--- src/rtl/core/bfa_pkg.sv ---
// Shared types, codes and helpers for the bitmap frame allocator.
`timescale 1ns / 1ps
`default_nettype none

package bfa_pkg;

    localparam int FRAME_W     = 12;
    localparam int CFG_W       = 13;
    localparam int WORD_W      = 32;
    localparam int BIT_W       = 5;
    localparam int SCAN_W      = FRAME_W - BIT_W;
    localparam int FRAME_LIMIT = 4096;

    localparam logic CMD_ALLOC = 1'b0;
    localparam logic CMD_FREE  = 1'b1;

    typedef enum logic [2:0] {
        ST_ALLOCATED     = 3'd0,
        ST_ALREADY       = 3'd1,
        ST_OUT_OF_FRAMES = 3'd2,
        ST_FREED         = 3'd3,
        ST_NOTHING       = 3'd4
    } t_status;

    typedef enum logic [2:0] {
        S_CLEAR,
        S_IDLE,
        S_SCAN,
        S_FREE,
        S_DONE
    } t_state;

    typedef struct packed {
        logic               command;
        logic [FRAME_W-1:0] entry_frame;
        logic               kernel_only;
        logic               want_writable;
    } t_in_item;

    typedef struct packed {
        t_status            status;
        logic [FRAME_W-1:0] result_frame;
        logic               present;
        logic               writable;
        logic               user_access;
    } t_out_item;

    // Position of the lowest set bit; zero when no bit is set.
    function automatic logic [BIT_W-1:0] lowest_set(input logic [WORD_W-1:0] v);
        logic [BIT_W-1:0] pos;
        pos = '0;
        for (int i = WORD_W - 1; i >= 0; i--) begin
            if (v[i]) begin
                pos = BIT_W'(i);
            end
        end
        return pos;
    endfunction

endpackage

`default_nettype wire

--- src/rtl/core/bfa_ram.sv ---
// Generic single-write, single-read synchronous RAM with registered read data.
`timescale 1ns / 1ps
`default_nettype none

module bfa_ram #(
    parameter int WIDTH = 32,
    parameter int DEPTH = 128,
    localparam int AW   = (DEPTH > 1) ? $clog2(DEPTH) : 1
) (
    input  wire logic             i_clk,
    input  wire logic             i_we,
    input  wire logic [AW-1:0]    i_waddr,
    input  wire logic [WIDTH-1:0] i_wdata,
    input  wire logic             i_re,
    input  wire logic [AW-1:0]    i_raddr,
    output logic      [WIDTH-1:0] o_rdata
);

    logic [WIDTH-1:0] r_mem [DEPTH];
    logic [WIDTH-1:0] r_rdata;

    always_ff @(posedge i_clk) begin
        if (i_we) begin
            r_mem[i_waddr] <= i_wdata;
        end
        if (i_re) begin
            r_rdata <= r_mem[i_raddr];
        end
    end

    assign o_rdata = r_rdata;

endmodule

`default_nettype wire

--- src/rtl/core/bfa_engine.sv ---
// Allocator sequencer: clearing pass, bitmap scan and read-modify-write of bitmap words.
`timescale 1ns / 1ps
`default_nettype none

module bfa_engine
    import bfa_pkg::*;
#(
    parameter int MAX_FRAMES = 4096,
    localparam int WORDS     = (MAX_FRAMES + 31) / 32,
    localparam int AW        = (WORDS > 1) ? $clog2(WORDS) : 1
) (
    input  wire logic              i_clk,
    input  wire logic              i_rst_n,
    input  wire logic [CFG_W-1:0]  i_frame_count,
    input  wire logic              i_req_vld,
    output logic                   o_req_stall,
    input  wire t_in_item          i_req,
    output logic                   o_res_vld,
    output t_out_item              o_res,
    input  wire logic              i_res_ready,
    output logic                   o_mem_we,
    output logic      [AW-1:0]     o_mem_waddr,
    output logic      [WORD_W-1:0] o_mem_wdata,
    output logic                   o_mem_re,
    output logic      [AW-1:0]     o_mem_raddr,
    input  wire logic [WORD_W-1:0] i_mem_rdata
);

    localparam int CAP = (MAX_FRAMES < FRAME_LIMIT) ? MAX_FRAMES : FRAME_LIMIT;
    localparam int XW  = (AW > SCAN_W) ? AW : SCAN_W;

    t_state            r_state, n_state;
    t_in_item          r_req;
    t_out_item         r_res, n_res;
    logic [SCAN_W-1:0] r_idx;
    logic [AW-1:0]     r_clr;

    logic [CFG_W-1:0]  w_limit;
    logic [CFG_W-1:0]  w_lim_m1;
    logic [SCAN_W-1:0] w_last;
    logic [WORD_W-1:0] w_mask;
    logic [WORD_W-1:0] w_free;
    logic              w_hit;
    logic [BIT_W-1:0]  w_pos;
    logic              w_accept;
    logic              w_entry_nz;
    logic              w_in_range;
    logic              w_at_last;
    logic [XW-1:0]     w_x_next, w_x_cur, w_x_req, w_x_acc;

    // Search limit is the smallest of the register, the bitmap size and the frame field.
    assign w_limit  = (i_frame_count > CFG_W'(CAP)) ? CFG_W'(CAP) : i_frame_count;
    assign w_lim_m1 = w_limit - CFG_W'(1);
    assign w_last   = w_lim_m1[FRAME_W-1:BIT_W];
    assign w_at_last = (r_idx == w_last);
    assign w_mask   = w_at_last ? ({WORD_W{1'b1}} >> (BIT_W'(WORD_W - 1) - w_lim_m1[BIT_W-1:0]))
                                : {WORD_W{1'b1}};
    assign w_free   = ~i_mem_rdata & w_mask;
    assign w_hit    = |w_free;
    assign w_pos    = lowest_set(w_free);

    assign w_accept   = (r_state == S_IDLE) && i_req_vld;
    assign w_entry_nz = (i_req.entry_frame != '0);
    assign w_in_range = (32'(i_req.entry_frame) < 32'(MAX_FRAMES));

    assign w_x_next = XW'(r_idx + SCAN_W'(1));
    assign w_x_cur  = XW'(r_idx);
    assign w_x_req  = XW'(r_req.entry_frame[FRAME_W-1:BIT_W]);
    assign w_x_acc  = XW'(i_req.entry_frame[FRAME_W-1:BIT_W]);

    // Next state
    always_comb begin
        n_state = r_state;
        unique case (r_state)
            S_CLEAR: begin
                if (r_clr == AW'(WORDS - 1)) begin
                    n_state = S_IDLE;
                end
            end
            S_IDLE: begin
                if (i_req_vld) begin
                    if (i_req.command == CMD_ALLOC) begin
                        n_state = (w_entry_nz || w_limit == '0) ? S_DONE : S_SCAN;
                    end else begin
                        n_state = (w_entry_nz && w_in_range) ? S_FREE : S_DONE;
                    end
                end
            end
            S_SCAN: begin
                if (w_hit || w_at_last) begin
                    n_state = S_DONE;
                end
            end
            S_FREE: begin
                n_state = S_DONE;
            end
            S_DONE: begin
                if (i_res_ready) begin
                    n_state = S_IDLE;
                end
            end
            default: n_state = S_CLEAR;
        endcase
    end

    // Memory controls and result
    always_comb begin
        o_mem_we    = 1'b0;
        o_mem_waddr = '0;
        o_mem_wdata = '0;
        o_mem_re    = 1'b0;
        o_mem_raddr = '0;
        n_res       = r_res;
        unique case (r_state)
            S_CLEAR: begin
                o_mem_we    = 1'b1;
                o_mem_waddr = r_clr;
            end
            S_IDLE: begin
                if (w_accept) begin
                    n_res = '{status: ST_NOTHING, result_frame: '0,
                              present: 1'b0, writable: 1'b0, user_access: 1'b0};
                    if (i_req.command == CMD_ALLOC) begin
                        if (w_entry_nz) begin
                            n_res.status       = ST_ALREADY;
                            n_res.result_frame = i_req.entry_frame;
                        end else begin
                            n_res.status = ST_OUT_OF_FRAMES;
                            o_mem_re     = 1'b1;
                        end
                    end else if (w_entry_nz) begin
                        n_res.status = ST_FREED;
                        o_mem_re     = w_in_range;
                        o_mem_raddr  = w_x_acc[AW-1:0];
                    end
                end
            end
            S_SCAN: begin
                o_mem_re    = !w_hit && !w_at_last;
                o_mem_raddr = w_x_next[AW-1:0];
                if (w_hit) begin
                    o_mem_we           = 1'b1;
                    o_mem_waddr        = w_x_cur[AW-1:0];
                    o_mem_wdata        = i_mem_rdata | (WORD_W'(1) << w_pos);
                    n_res.status       = ST_ALLOCATED;
                    n_res.result_frame = {r_idx, w_pos};
                    n_res.present      = 1'b1;
                    n_res.writable     = r_req.want_writable;
                    n_res.user_access  = ~r_req.kernel_only;
                end
            end
            S_FREE: begin
                o_mem_we    = 1'b1;
                o_mem_waddr = w_x_req[AW-1:0];
                o_mem_wdata = i_mem_rdata & ~(WORD_W'(1) << r_req.entry_frame[BIT_W-1:0]);
            end
            S_DONE: begin
            end
            default: begin
            end
        endcase
    end

    always_ff @(posedge i_clk) begin
        if (!i_rst_n) begin
            r_state <= S_CLEAR;
            r_clr   <= '0;
        end else begin
            r_state <= n_state;
            if (r_state == S_CLEAR) begin
                r_clr <= r_clr + AW'(1);
            end
        end
    end

    always_ff @(posedge i_clk) begin
        r_res <= n_res;
        if (w_accept) begin
            r_req <= i_req;
            r_idx <= '0;
        end else if (r_state == S_SCAN) begin
            r_idx <= r_idx + SCAN_W'(1);
        end
    end

    assign o_req_stall = (r_state != S_IDLE);
    assign o_res_vld   = (r_state == S_DONE);
    assign o_res       = r_res;

endmodule

`default_nettype wire

--- src/rtl/core/bitmap_frame_allocator.sv ---
// Top level of the bitmap page frame allocator: config register, bitmap RAM, sequencer, output.
//
//  channel | direction | handshake               | payload
//  --------+-----------+-------------------------+-------------------------------
//  in      | input     | i_in_valid / o_in_stall | i_in_data  (t_in_item)
//  out     | output    | o_out_valid/ i_out_stall| o_out_data (t_out_item)
//  cfg     | input     | i_cfg_we                | i_cfg_wdata (frame_count)
//
// Allocation: an allocate into an empty entry scans one bitmap word per cycle through the
//   single RAM read port, at most ceil(L/32) words, L = min(frame_count, MAX_FRAMES,
//   4096); a free that clears a bit reads its bitmap word and writes it back.
// Reset: a clearing pass writes all (MAX_FRAMES+31)/32 bitmap words, one per cycle,
//   before the first transaction is taken; config writes are taken during it.
// Stalls: the output register holds a result while the next transaction is worked on.
`timescale 1ns / 1ps
`default_nettype none

module bitmap_frame_allocator
    import bfa_pkg::*;
#(
    parameter int MAX_FRAMES = 4096
) (
    input  wire logic             i_clk,
    input  wire logic             i_rst_n,
    input  wire logic             i_in_valid,
    output logic                  o_in_stall,
    input  wire t_in_item         i_in_data,
    output logic                  o_out_valid,
    input  wire logic             i_out_stall,
    output t_out_item             o_out_data,
    input  wire logic             i_cfg_we,
    input  wire logic [CFG_W-1:0] i_cfg_wdata
);

    localparam int WORDS = (MAX_FRAMES + 31) / 32;
    localparam int AW    = (WORDS > 1) ? $clog2(WORDS) : 1;

    logic [CFG_W-1:0]  r_frame_count;
    logic              r_out_vld;
    t_out_item         r_out;

    logic              w_res_vld;
    t_out_item         w_res;
    logic              w_res_ready;
    logic              w_mem_we;
    logic [AW-1:0]     w_mem_waddr;
    logic [WORD_W-1:0] w_mem_wdata;
    logic              w_mem_re;
    logic [AW-1:0]     w_mem_raddr;
    logic [WORD_W-1:0] w_mem_rdata;

    // Frame count: the user must write it only while no transaction is in flight (unenforced).
    always_ff @(posedge i_clk) begin
        if (!i_rst_n) begin
            r_frame_count <= CFG_W'(FRAME_LIMIT);
        end else if (i_cfg_we) begin
            r_frame_count <= i_cfg_wdata;
        end
    end

    // Used-frame bitmap: bit (f mod 32) of word (f / 32) marks frame f in use.
    bfa_ram #(
        .WIDTH (WORD_W),
        .DEPTH (WORDS)
    ) u_bitmap (
        .i_clk   (i_clk),
        .i_we    (w_mem_we),
        .i_waddr (w_mem_waddr),
        .i_wdata (w_mem_wdata),
        .i_re    (w_mem_re),
        .i_raddr (w_mem_raddr),
        .o_rdata (w_mem_rdata)
    );

    bfa_engine #(
        .MAX_FRAMES (MAX_FRAMES)
    ) u_engine (
        .i_clk         (i_clk),
        .i_rst_n       (i_rst_n),
        .i_frame_count (r_frame_count),
        .i_req_vld     (i_in_valid),
        .o_req_stall   (o_in_stall),
        .i_req         (i_in_data),
        .o_res_vld     (w_res_vld),
        .o_res         (w_res),
        .i_res_ready   (w_res_ready),
        .o_mem_we      (w_mem_we),
        .o_mem_waddr   (w_mem_waddr),
        .o_mem_wdata   (w_mem_wdata),
        .o_mem_re      (w_mem_re),
        .o_mem_raddr   (w_mem_raddr),
        .i_mem_rdata   (w_mem_rdata)
    );

    // Output slot is free when empty or being drained this cycle.
    assign w_res_ready = !r_out_vld || !i_out_stall;

    always_ff @(posedge i_clk) begin
        if (!i_rst_n) begin
            r_out_vld <= 1'b0;
        end else if (w_res_vld && w_res_ready) begin
            r_out_vld <= 1'b1;
        end else if (!i_out_stall) begin
            r_out_vld <= 1'b0;
        end
    end

    // Load payload only on handover; hold it while stalled.
    always_ff @(posedge i_clk) begin
        if (w_res_vld && w_res_ready) begin
            r_out <= w_res;
        end
    end

    assign o_out_valid = r_out_vld;
    assign o_out_data  = r_out;

endmodule

`default_nettype wire
--- config.mk ---
export PLATFORM = sky130hd
export DESIGN_NAME = bitmap_frame_allocator
export DESIGN_NICKNAME = d
export VERILOG_FILES = /design/src/rtl/core/bfa_pkg.sv /design/src/rtl/core/bfa_ram.sv /design/src/rtl/core/bfa_engine.sv /design/src/rtl/core/bitmap_frame_allocator.sv
export SDC_FILE = /design/constraint.sdc
export NUM_CORES = 2
export LEC_CHECK = 0
export ABC_AREA = 1
export BUFFER_PORTS_ARGS = -buffer_cell sky130_fd_sc_hd__buf_4
export CAP_MARGIN = 40
export CORE_ASPECT_RATIO = 0.5
export CORE_MARGIN = 3
export CORE_UTILIZATION = 30
export DETAILED_ROUTE_END_ITERATION = 12
export MAX_ROUTING_LAYER = met4
export SLEW_MARGIN = 20
export SYNTH_ARGS = -nofsm -noshare
export SYNTH_HDL_FRONTEND = slang
export SYNTH_SLANG_ARGS = --single-unit
--- constraint.sdc ---
create_clock -name i_clk -period 9.89 [get_ports i_clk]
set_input_delay 0.4945 -clock i_clk [delete_from_list [all_inputs] [get_ports i_clk]]
set_output_delay 0.4945 -clock i_clk [all_outputs]
set_load 0.02 [all_outputs]
# [Word level (Yosys, flattened, before mapping)]
# Memory sizes are Yosys's and may differ from the RTL's. A register that Yosys moved wholly into a read port is not among the register bits.
# Index checks and enable logic that the tools add are counted.
# W data, S select, Z words.
[word_totals] regBits=81 memories=1 word_cells=133 mem_bits_rw=4096 output_inout_bits=20 inputBits=33
[classes] n_mux=68 n_addsub=4 shifts=3 magnitude_cmp=1 n_reduce_logical=18 n_bitwise=6 eq_ne=14
[memory_table] memory="u_bitmap.r_mem" depth=128 word_bits=32 read_ports=1 rd_ports_with_merged_regs=1 wr=1 line="bfa_ram.sv:19" rtl="logic [WIDTH-1:0] r_mem [DEPTH];"
[op_table] cell="$mux W5" count=32
[op_table] cell="$and A32 B32 Y32" count=2
[op_table] cell="$mux W32" count=2
[op_table] cell="$not A32 Y32" count=2
[op_table] cell="$pmux W32 S2" count=1
[op_table] cell="$shl A1 B5 Y32 const A" count=2
[op_table] cell="$mux W18" count=2
[op_table] cell="$pmux W18 S2" count=1
[op_table] cell="$or A32 B32 Y32" count=1
[op_table] cell="$reduce_or A32 Y1" count=1
[op_table] cell="$shr A32 B5 Y32 const A" count=1
[op_table] cell="$mux W7" count=4
[op_table] cell="$mux W12" count=2
[op_table] cell="$mux W3" count=8
[op_table] cell="$pmux W7 S3" count=1
[op_table] cell="$pmux W3 S5" count=1
[op_table] cell="$add A7 B1 Y7 const B" count=2
[op_table] cell="$pmux W7 S2" count=1
[op_table] cell="$gt A13 B13 Y1 const B" count=1
[op_table] cell="$logic_not A13 Y1" count=1
[op_table] cell="$mux W13" count=1
[op_table] cell="$ne A2 B1 Y1 const B" count=6
[op_table] cell="$reduce_bool A12 Y1" count=1
[op_table] cell="$sub A12 B1 Y12 const B" count=1
[op_table] cell="20 further kinds" count=37

# [Depth between registers and ports, before layout]
[logic_depth] word_depth=43 depth_mapped=55 ltp_nobuf=54

# [Hierarchy]
# From an unflattened synthesis, not the netlist that was laid out.
[hier_totals] cells_unflattened=14252 area_unflattened_um2=170765.0
[modules_own_cells] module="bfa_ram" seq_area_each_um2=123958.9 cells_per_inst=13389 area_per_inst_um2=164954.5 n_inst=1
[modules_own_cells] module="bfa_engine" seq_area_each_um2=1301.2 cells_per_inst=759 area_per_inst_um2=4687.0 n_inst=1
[modules_own_cells] module="bitmap_frame_allocator" seq_area_each_um2=820.8 cells_per_inst=104 area_per_inst_um2=1123.6 n_inst=1

# [Worst setup path after synthesis]
# No wires, ideal clock.
[synth_timing] path_type="register to register" from="register r_frame_count[0]" to="memory u_bitmap.r_mem[0][0] (data pin)" period_less_slack_ps=7449 t_required_ps=8993 path_buffers=2 slack_ps=2441 setup_time_ps=897 arrival_ps=6552 stages_incl_launch_ff=29 cell_sequence="dfxtp_1 > nor2_1 > nand2_1 > nor2_1 > nand2_2 > nand2_4 > buf_6 > nand2_1 > ha_1 > inv_1 > a211oi_2 > nand2_1 > nor2_1 > nand2_1 > nand3_1 > nor2_4 > nand2_4 > clkinv_2 > nand2_4 > buf_4 > inv_1 > or2_2 > nand2_1 > nor2_1 > inv_2 > nor3_2 > nand2_2 > inv_2 > o22ai_1"
[synth_via] elab_chain_cells=43 word_cells_on_any_way=45 classes_between="add/sub (2); order compare (1); eq/ne (1); shift (2); mux (36); bitwise (2); reduce/logical (1)"
[synth_lines] element="start: declaration" line="bitmap_frame_allocator.sv:38" rtl="logic [CFG_W-1:0] r_frame_count;"
[synth_lines] element="start signal: assignment" line="bitmap_frame_allocator.sv:55" rtl="r_frame_count <= CFG_W'(FRAME_LIMIT);"
[synth_lines] element="start signal: assignment" line="bitmap_frame_allocator.sv:57" rtl="r_frame_count <= i_cfg_wdata;"
[synth_lines] element="$gt A13 B13 Y1" line="bfa_engine.sv:52" rtl="assign w_limit = (i_frame_count > CFG_W'(CAP)) ? CFG_W'(CAP) : i_frame_count;"
[synth_lines] element="$mux W13 (*)" line="bfa_engine.sv:52"
[synth_lines] element="$sub A12 B1 Y12 (*)" line="bfa_engine.sv:53" rtl="assign w_lim_m1 = w_limit - CFG_W'(1);"
[synth_lines] element="$sub A5 B5 Y5" line="bfa_engine.sv:56" rtl="assign w_mask = w_at_last ? ({WORD_W{1'b1}} >> (BIT_W'(WORD_W - 1) - w_lim_m1[BIT_W-1:0]))"
[synth_lines] element="$shr A32 B5 Y32" line="bfa_engine.sv:56"
[synth_lines] element="$mux W32 (*)" line="bfa_engine.sv:56"
[synth_lines] element="$and A32 B32 Y32 (*)" line="bfa_engine.sv:58" rtl="assign w_free = ~i_mem_rdata & w_mask;"
[synth_lines] element="$mux W5 (32 in series)" line="bfa_pkg.sv:53" rtl="if (v[i]) begin"
[synth_lines] element="$shl A1 B5 Y32" line="bfa_engine.sv:144" rtl="o_mem_wdata = i_mem_rdata | (WORD_W'(1) << w_pos);"
[synth_lines] element="$or A32 B32 Y32" line="bfa_engine.sv:144"
[synth_lines] element="$mux W32 (*)" line="bfa_engine.sv:141" rtl="if (w_hit) begin"
[synth_lines] element="$pmux W32 S2 (*)" line="bfa_engine.sv:114" rtl="unique case (r_state)"
[synth_lines] element="named net u_bitmap.i_wdata[0]" line="bfa_ram.sv:13" rtl="input wire logic [WIDTH-1:0] i_wdata,"
[synth_lines] element="end: declaration" line="bfa_ram.sv:19"
# Mark *: on every way through the listed nets, which the timed path passes. The rest lies on a longest branch.

# [Final worst setup path]
[layout_timing] from="register r_frame_count[7]" to="memory u_bitmap.r_mem[95][6], enable pin"
[layout_via] elab_chain_cells=12 word_cells_on_any_way=15 classes_between="add/sub (2); order compare (1); eq/ne (1); shift (1); mux (8); bitwise (1); reduce/logical (1)"
[layout_lines] element="$gt A13 B13 Y1" line="bfa_engine.sv:52"
[layout_lines] element="$mux W13 (*)" line="bfa_engine.sv:52"
[layout_lines] element="$sub A12 B1 Y12 (*)" line="bfa_engine.sv:53"
[layout_lines] element="$sub A5 B5 Y5" line="bfa_engine.sv:56"
[layout_lines] element="$shr A32 B5 Y32" line="bfa_engine.sv:56"
[layout_lines] element="$mux W32 (*)" line="bfa_engine.sv:56"
[layout_lines] element="$and A32 B32 Y32 (*)" line="bfa_engine.sv:58"
[layout_lines] element="$reduce_or A32 Y1 (*)" line="bfa_engine.sv:59" rtl="assign w_hit = |w_free;"
[layout_lines] element="$mux W1" line="bfa_engine.sv:141"
[layout_lines] element="$pmux W1 S2" line="bfa_engine.sv:114"
[layout_lines] element="$mux W1" line="bfa_ram.sv:23" rtl="if (i_we) begin"
[layout_lines] element="$mux W1 (not written as such)" line="bfa_ram.sv:24" rtl="r_mem[i_waddr] <= i_wdata;"
# Every way passes the cells marked *; elsewhere a longest branch is shown, timed or not.

==> flow_summary.rst <==
.. list-table::
   :header-rows: 1

   * - Metric
     - Value
   * - Slew at the pin closest to its max-slew limit
     - 1.02 ns
   * - Synthesized area per cell
     - 13.0 µm²
   * - Placeable core area
     - approximately 0.55 mm²
   * - Quantity of I/O buffers inserted on ports
     - 52
   * - Peak fanout along the critical path
     - 23
   * - Final sum of negative setup slack
     - 0 ns
   * - Via count of the first global-routing pass
     - 106000
   * - I/O pin cnt
     - 53
   * - FF-to-FF Start
     - r_frame_count[7]$_SDFFE_PN0P_
   * - Post-route cell area
     - 0.192 mm²
   * - Total cell area at the placement stage
     - around 0.18 mm²
   * - Post-synth ARST share
     - 0%
   * - Clk root buf
     - clkbuf_16
   * - Type of element launching the critical path
     - flop
   * - Cell with the biggest individual delay on the critical path
     - nor2_4
   * - Total power of the final layout
     - 37.1 mW
   * - Setup Crit Path Kind
     - reg2reg
   * - ANT nets after route
     - 0
   * - Routed vias
     - 114000
   * - WL final
     - 548000 µm
   * - P&R area growth vs syn
     - 15.7%
   * - Maximum level of the CTS H-tree
     - 5
   * - Leakage dissipation
     - 52.8 nW
   * - Power Dens Cells
     - about 190 mW/mm²
   * - Global-route wire length before repair
     - roughly 780000 µm
   * - Number of buffers added by the clock tree synthesis step
     - 412
   * - Clock slew at the register clock pins of the worst setup and hold paths
     - 0.06 ns
   * - Number of clock sinks
     - 4209
   * - Cell area after synthesis
     - 0.166 mm²
   * - Final standard cell utilization of the core
     - 35.0%
   * - Residual overflow from global routing
     - 0
   * - Max Cap Violations
     - 0
   * - Delay-heaviest family, CP
     - simple AND/OR/NAND/NOR gates
   * - GPL Wtd Cong
     - 0.914
   * - Total area of multi-input combinational cells
     - roughly 0.037 mm²
   * - Slew margin rel.
     - 32.3%
   * - Hold slack final
     - 0.255 ns
   * - Worst hold path endpoint
     - u_engine.r_req[0]$_DFFE_PP_
   * - Clock tree skew after final layout
     - 0.0558 ns
   * - Most used cell along the critical path
     - nand2_1
   * - Filler Cell Count
     - roughly 53000
   * - Result of the run
     - completed
   * - Portion of the post-synthesis area used by sequential elements
     - between 70 and 80%
   * - Setup-failing EPs final
     - 0
   * - Clock latency reported for the late side of the worst-skew pair
     - 1.00 ns
   * - DRC
     - 0
   * - Kind of end point of the critical path
     - flop
   * - CTS tree
     - yes
   * - Number of synthesis warnings
     - 0
   * - Worst hold path type
     - in2reg
   * - Highest cell delay on the worst timing path
     - 0.80 ns
   * - Cell depth of the worst flop-to-flop path
     - 28
   * - Number of antenna violations at the first check in global routing
     - 43
   * - Buffer levels on the longest clock path
     - 4
   * - Net total in the final layout
     - 12900
   * - Total GRT Usage
     - 19.0%
   * - Area of all sequential standard cells
     - 0.126 mm²
   * - #FFs+latches synth
     - approximately 4200
   * - Post-route clock period utilization
     - 74.8%
   * - Number of standard cells after synthesis
     - around 13000
   * - Origin of the worst min-delay path
     - i_in_data[0]
   * - Buffer count from post-CTS setup fixing
     - 0
   * - Fraction of final layout cells with drive strength greater than 1
     - 10.2%
   * - Initial core utilization
     - 30.2%
   * - Die outline height
     - 532 µm
   * - Total Die Area
     - 0.563 mm²
   * - Fmax achieved
     - 0.135 GHz
   * - Setup repair after global routing missed its margin
     - false
   * - Final number of max-transition violations
     - 0
   * - CP arrival
     - 8.00 ns
   * - Number of placement rows
     - 192
   * - Count of buffer and inverter cells on the critical path
     - 5
   * - Number of hold violations in the final report
     - 0
   * - Data required, critical path
     - 10.50 ns
   * - Number of enable flip-flop cells after synthesis
     - 4178
   * - Reg-to-reg setup timing slack
     - between 2 and 2.5 ns
   * - Drt first pass iters
     - 8
   * - Post-synthesis cell type count
     - 56
   * - Per-cell via count in the routed design
     - between 5 and 6
   * - DPL Wire Length
     - 319000 µm
   * - Final critical path time including I/O delays and setup
     - 7.40 ns
   * - Pin count of the biggest net entering global routing
     - 188
   * - Drt wl/cell
     - 26.7 µm
   * - Cells on Worst Hold Path
     - 2
   * - Syn nets
     - 12800
   * - Worst IR drop on VDD
     - 0.149 mV
   * - Die Span X
     - approximately 1100 µm
   * - Starting DRT DRC Count
     - 18600
   * - Most instantiated flip-flop cell in the synthesis netlist
     - edfxtp_1
   * - Worst flop-to-flop path endpoint
     - u_bitmap.r_mem[95][6]$_DFFE_PP_
## sequential cells by signal (all words and copies together), names as in the netlist
name / count
o_out_data: 18
o_out_valid: 1
r_frame_count: 13
u_bitmap.o_rdata: 32
u_bitmap.r_mem: 4096
u_engine.o_res: 18
u_engine.r_clr: 7
u_engine.r_idx: 7
u_engine.r_req: 14
u_engine.r_state: 3
## worst max path at each step
stage	startpoint	cells past startpoint	slack (ns)	to
5_1_grt	r_frame_count[7]$_SDFFE_PN0P_	30	2.10	u_bitmap.r_mem[95][6]$_DFFE_PP_
3_5_place_dp	r_frame_count[6]$_SDFFE_PN0P_	52	2.54	u_bitmap.r_mem[31][3]$_DFFE_PP_
4_1_cts	r_frame_count[6]$_SDFFE_PN0P_	52	2.57	u_bitmap.r_mem[78][13]$_DFFE_PP_
3_3_place_gp	r_frame_count[6]$_SDFFE_PN0P_	30	1.89	u_bitmap.r_mem[18][21]$_DFFE_PP_
2_1_floorplan	r_frame_count[0]$_SDFFE_PN0P_	28	2.44	u_bitmap.r_mem[0][0]$_DFFE_PP_
6_report	r_frame_count[7]$_SDFFE_PN0P_	28	2.49	u_bitmap.r_mem[95][6]$_DFFE_PP_
## per-stage QoR
stage	cells	setup slack [ns]
global route	20600	2.10
floorplan	12800	2.44
global placement	19600	1.89
finish	20600	2.49
CTS	20500	2.57
detailed placement	19700	2.54
## what timing repair did
item                       CTS  global route
setup endpoints to repair    0             0
hold endpoints to repair    43             0
hold buffers                43             0
resized for setup            0             0
## cells in the final DEF, fill, tap and decap left out, types with 91 or more instances in the layout
cell,synthesis,final
nor2_1,2900,2770
buf_4,2,392
o21ai_0,2723,2716
o22ai_1,1352,1348
inv_1,103,100
edfxtp_1,4178,4178
clkbuf_1,886,91
clkinv_1,4,115
nor2_4,6,134
clkbuf_16,0,413
nand2_1,255,220
## routing by layer
layer	share of wire, %	global-route usage (%)	wire, µm
met1	40	26.5	222000
met5	0	-	0
met2	43	27.5	238000
met3	12	4.08	67700
met4	3.8	6.68	20700
## synthesized netlist by cell type (3+ instances only)
| cell type | instances | area share, % |
|---|---|---|
| a21oi_1 | 28 | 0.084 |
| a31oi_1 | 8 | 0.030 |
| buf_1 | 25 | 0.056 |
| buf_2 | 14 | 0.042 |
| buf_6 | 3 | 0.020 |
| clkbuf_1 | 886 | 2.0 |
| clkinv_1 | 4 | 0.0090 |
| dfxtp_1 | 31 | 0.37 |
| edfxtp_1 | 4178 | 76 |
| ha_1 | 6 | 0.045 |
| inv_1 | 103 | 0.23 |
| inv_2 | 13 | 0.029 |
| mux2_2 | 31 | 0.21 |
| nand2_1 | 255 | 0.58 |
| nand2_2 | 10 | 0.038 |
| nand2_4 | 5 | 0.034 |
| nand3_1 | 84 | 0.25 |
| nand4_1 | 28 | 0.11 |
| nor2_1 | 2900 | 6.6 |
| nor2_2 | 7 | 0.026 |
| nor2_4 | 6 | 0.041 |
| nor3_1 | 7 | 0.021 |
| nor4_1 | 3 | 0.011 |
| o211ai_1 | 8 | 0.036 |
| o211ai_2 | 4 | 0.030 |
| o21ai_0 | 2723 | 8.2 |
| o21ai_1 | 14 | 0.042 |
| o21bai_1 | 11 | 0.050 |
| o22ai_1 | 1352 | 5.1 |
| xor2_1 | 5 | 0.026 |
## layout make-up
type | count | area share, %
clock inverters | 256 | 1.19
well taps | 7372 | 4.80
diodes | 13 | 0.0169
flip-flops and latches | 4209 | 65.6
inverters | 121 | 0.255
clock buffers | 506 | 5.57
multi-input cells | 7528 | 19.5
repair buffers | 556 | 3.11
## logic make-up after synthesis
family / share of synthesized area, %
buf+inv: 2.40
mux: 0.210
flops: 75.9
simple gates: 7.73
compound gates: 13.7
xor+xnor: 0.0459
fa+ha+maj: 0.0452
## power by group
| group | internal, mW | total [mW] | switching [mW] |
|---|---|---|---|
| logic | 0.498 | 2.13 | 1.63 |
| registers | 19.6 | 19.6 | 0.0788 |
| clock network | 8.46 | 15.3 | 6.86 |
| total | 28.5 | 37.1 | 8.57 |
(Power assumes the default switching activity.)
